$ cat src/rtl/ncsv_pkg.sv
// ----------------------------------------------------------------------------
// ncsv_pkg: shared constants and types
// Sizes, widths and the control struct passed between the sequencer and the
// shared squaring unit of the nearest-centroid song vote block.
// ----------------------------------------------------------------------------
package ncsv_pkg;

   // Block dimensions
   localparam int CLUSTERS  = 8;
   localparam int FEATURES  = 39;
   localparam int VOTE_BITS = 12;

   // Port field widths (fixed by the interface)
   localparam int OP_W      = 1;
   localparam int CL_PORT_W = 3;
   localparam int FIDX_W    = 6;
   localparam int VALUE_W   = 16;
   localparam int PREV_W    = 4;
   localparam int WIN_W     = 12;

   // Datapath widths: Q5.12 difference, Q8.24 square, Q16.24 sum
   localparam int DIFF_W    = VALUE_W + 1;
   localparam int SQ_W      = 2 * VALUE_W;
   localparam int SUM_W     = 40;

   // Index and counter widths
   localparam int CIDX_W    = $clog2(CLUSTERS);
   localparam int CNT_W     = $clog2(CLUSTERS + 1);
   localparam int DEPTH     = CLUSTERS * FEATURES;
   localparam int ADDR_W    = $clog2(DEPTH);

   // Operation codes
   localparam logic [OP_W-1:0] OP_LOAD    = 1'b0;
   localparam logic [OP_W-1:0] OP_FEATURE = 1'b1;

   // Control travelling alongside the squaring pipeline
   typedef struct packed {
      logic              vld;
      logic [CIDX_W-1:0] idx;
   } sq_ctl_type;

endpackage

$ cat src/rtl/ncsv_sq_unit.sv
// ----------------------------------------------------------------------------
// ncsv_sq_unit: shared difference-and-square unit
// Subtracts a centroid element from the feature element and squares the
// exact Q5.12 difference, registering the Q8.24 result with its cluster tag.
// ----------------------------------------------------------------------------
module ncsv_sq_unit (
   input  logic                                   clock,
   input  logic                                   reset,
   input  ncsv_pkg::sq_ctl_type                   ctl_in,
   input  logic signed [ncsv_pkg::VALUE_W-1:0]    value,
   input  logic signed [ncsv_pkg::VALUE_W-1:0]    centroid,
   output ncsv_pkg::sq_ctl_type                   ctl_out,
   output logic        [ncsv_pkg::SQ_W-1:0]       sq
);

   logic signed [ncsv_pkg::DIFF_W-1:0]   diff;
   logic signed [2*ncsv_pkg::DIFF_W-1:0] prod;
   logic        [ncsv_pkg::SQ_W-1:0]     sq_ff;
   ncsv_pkg::sq_ctl_type                 ctl_ff;

   // Exact difference, then square (always non-negative, fits SQ_W bits)
   always_comb begin
      diff = {value[ncsv_pkg::VALUE_W-1], value}
           - {centroid[ncsv_pkg::VALUE_W-1], centroid};
      prod = diff * diff;
   end

   always_ff @(posedge clock) begin
      sq_ff <= prod[ncsv_pkg::SQ_W-1:0];
   end

   always_ff @(posedge clock) begin
      if (reset) begin
         ctl_ff <= '0;
      end else begin
         ctl_ff <= ctl_in;
      end
   end

   assign ctl_out = ctl_ff;
   assign sq      = sq_ff;

endmodule

$ cat config.mk
export PLATFORM = sky130hd
export DESIGN_NAME = ncsv_sq_unit
export DESIGN_NICKNAME = d
export VERILOG_FILES = /design/src/rtl/ncsv_pkg.sv /design/src/rtl/ncsv_sq_unit.sv
export SDC_FILE = /design/constraint.sdc
export NUM_CORES = 1
export LEC_CHECK = 0
export BUFFER_PORTS_ARGS = -buffer_cell sky130_fd_sc_hd__buf_2
export CORE_MARGIN = 2
export CORE_UTILIZATION = 45
export DETAILED_ROUTE_END_ITERATION = 6
export HOLD_SLACK_MARGIN = 0.08
export PLACE_DENSITY = 0.65
export SYNTH_ARGS = -nofsm -noshare
export SYNTH_HDL_FRONTEND = slang
export SYNTH_SLANG_ARGS = --single-unit
$ cat constraint.sdc
create_clock -name clock -period 9.6 [get_ports clock]
set_clock_uncertainty 0.1 [all_clocks]
set_input_delay 2.88 -clock clock [delete_from_list [all_inputs] [get_ports clock]]
set_output_delay 2.88 -clock clock [all_outputs]
set_load 0.03 [all_outputs]
==> impl_metrics.yaml <==
run_status:
  status: "complete, but fails checks"
  violations: "setup timing"
clocking:
  clock-root-buffer: "clkbuf_16"
  cts_tree: "built"
  clk_pin_slew_ns: 0.06
  cts.sinks: 35
  ctsHtreeMaxLevel: 2
  cts_made_buffers: 5
  cts_hold_buf: 0
  cts.path.max_buffers: 2
grt:
  grt_max_degree: 21
  grt_pass1_wl_mm: 45.2
  grt_pass1_vias: 9664
  antenna_found_initial: 0
  grt.total_usage: 0.221
  overflow: 0
min_path:
  whs_endpoint: "ctl_out[0]"
  holdPathStages: 2
  hold_class: "in -> reg"
  min_from: "reset"
logic_synthesis:
  synth-adder-area-share: 0.582
  ys_types: 55
  muxShareOfSynthArea: 0
  synth_nets: 1579
  synth-xor-area-share: 0.0432
  syn_avg_cell_area_um2: 9.19
  synth_compound_area_frac: 0.0580
  synthArstFlopShare: 0
  synthFlopType: "dfxtp_1"
  synth-edff-count: 0
  synthSimpleGateAreaFrac: 0.120
  yosys_warnings: 0
  ys_seq_area_frac: 0.0641
  netlist_area_um2: 10900
  synth_cells: 1189
  ys_ff_latch: 35
  synth_top_family_by_area: "adder cells"
cells_and_area:
  final_common_cell: "inv_1"
  layout.nets: 1876
  n_antenna_cell: 0
  area_delta_synth_final_pct: 28.5
  final_cell_area_um2: 14000
  final_cell_mix: "inv_1, fa_1, buf_4"
  drive_above_1_share: 0.278
worst_setup_path:
  slowest_delay_ns: 0.50
  critical_path_class: "in -> reg"
  cp-start-kind: "input pin"
  arrival_ns: 10.09
  worst-path-buf-inv: 14
  cp.required_ns: 9.73
  path_delay_family: "adder cells"
  end_kind: "flop"
  cpMaxStageDelayCell: "fa_1"
  crit_fanout: 5
route:
  vias: 8646
  drc: 0
  drtAntennaViolNets: 0
  wl_mm: 26.2
  drt_iter0_markers: 319
  wire_per_inst_um: 14.4
  dr.pass1.iters: 5
  routed_via_density: 4.77
die:
  core_um2: 24100
  chipHeight_um: 160
  ioPinCount: 74
  die_w_um: 160
  row_count: 57
  die_area_um2: 25500
  initial_core_util: 0.453
placement:
  io_buffers: 72
  place_congestion: 0.908
  dpl_cell_area_um2: 13400
  dp_hpwl_mm: 22.8
  dpl_worst_slack_ns: -0.820
sta:
  fmax_ghz: 0.100
  fin_crit_ns: 9.96
  max_slew.worst_pin.slew_ns: 0.528
  timing.slew.headroom: 0.646
  slew_viol_final: 0
  finalCritPeriodShare: 1.04
  timing.final.ws_setup_ns: -0.355
  hold_viol: 0
  setup_viol_count_final: 12
  rsz0062_at_grt: "yes"
flow_run:
  cap_viol_max_count: 0
## synthesized netlist by cell type (all sizes together) (4+ instances only)
library cell / n / area share
nor2b: 14 / 0.0080
inv: 342 / 0.12
ha: 92 / 0.11
nand3: 7 / 0.0032
dfxtp: 35 / 0.064
a211oi: 5 / 0.0034
or3: 9 / 0.0052
o21ai: 19 / 0.0087
o21bai: 6 / 0.0041
nand4: 6 / 0.0034
clkbuf: 20 / 0.0069
and2: 21 / 0.012
nor3: 22 / 0.014
xnor2: 38 / 0.030
clkinv: 5 / 0.0017
a21o: 11 / 0.0076
fa: 260 / 0.48
buf: 11 / 0.0065
nand2: 82 / 0.028
o21a: 6 / 0.0041
nand2b: 5 / 0.0029
a21oi: 29 / 0.013
nor2: 94 / 0.032
nor4: 4 / 0.0042
xor2: 15 / 0.013
## registers in the layout, indices dropped and copies added (netlist names)
register	count
ctl_out	4
sq	31
## cells by family after synthesis
family                   Yosys count
AO/OA/AOI/OAI                     96
XOR/XNOR                          53
adder cells (fa/ha/maj)          352
buffers and inverters            378
flip-flops                        35
other                              1
AND/OR/NAND/NOR                  274
## cell type report
class | count | area (um2)
Clock buffer | 5 | 125
Clock inverter | 3 | 43.8
Fill cell | 2140 | 10100
Inverter | 347 | 1330
Multi-Input combinational cell | 776 | 9140
Sequential cell | 35 | 701
Tap cell | 324 | 405
Timing Repair Buffer | 321 | 2300
## worst max-delay path by stage
| stage | slack, ns | cells past startpoint | to | start |
|---|---|---|---|---|
| floorplan | -0.1 | 31 | sq[30] | centroid[1] |
| global placement | -0.64 | 29 | sq[30] | centroid[1] |
| detailed placement | -0.82 | 34 | sq[29] | value[0] |
| CTS | -0.28 | 30 | sq[30] | centroid[1] |
| global route | -0.67 | 34 | sq[30] | value[0] |
| finish | -0.36 | 35 | sq[20] | centroid[1] |
## routing by layer
layer	vias up	GRT usage	wire [um]
li1	4077	-	-
met1	4342	0.263	10400
met2	180	0.415	13900
met3	47	0.0234	899
met4	0	0.0778	959
met5	-	0	0
## metrics by stage
stage | utilization | cells | hold slack [ns] | setup TNS [ns]
after floorplan | - | 1189 | 2.85 | -0.269
after global placement | 0.557 | 1778 | 2.99 | -5.75
after detailed placement | 0.557 | 1778 | 2.99 | -7.13
after CTS | 0.577 | 1804 | 2.67 | -0.961
after global routing | 0.583 | 1811 | 2.68 | -6.53
final | 0.583 | 1811 | 2.68 | -2.70
## timing repair
action	CTS	global route
hold endpoints to repair	0	0
gates cloned	1	0
pin swaps	31	25
endpoints found under the setup margin	11	17
gates resized for setup	43	24
buffers inserted	20	7
Power is not shown: default switching activity piles up to over one toggle a cycle in this logic, so the estimate is an artifact.
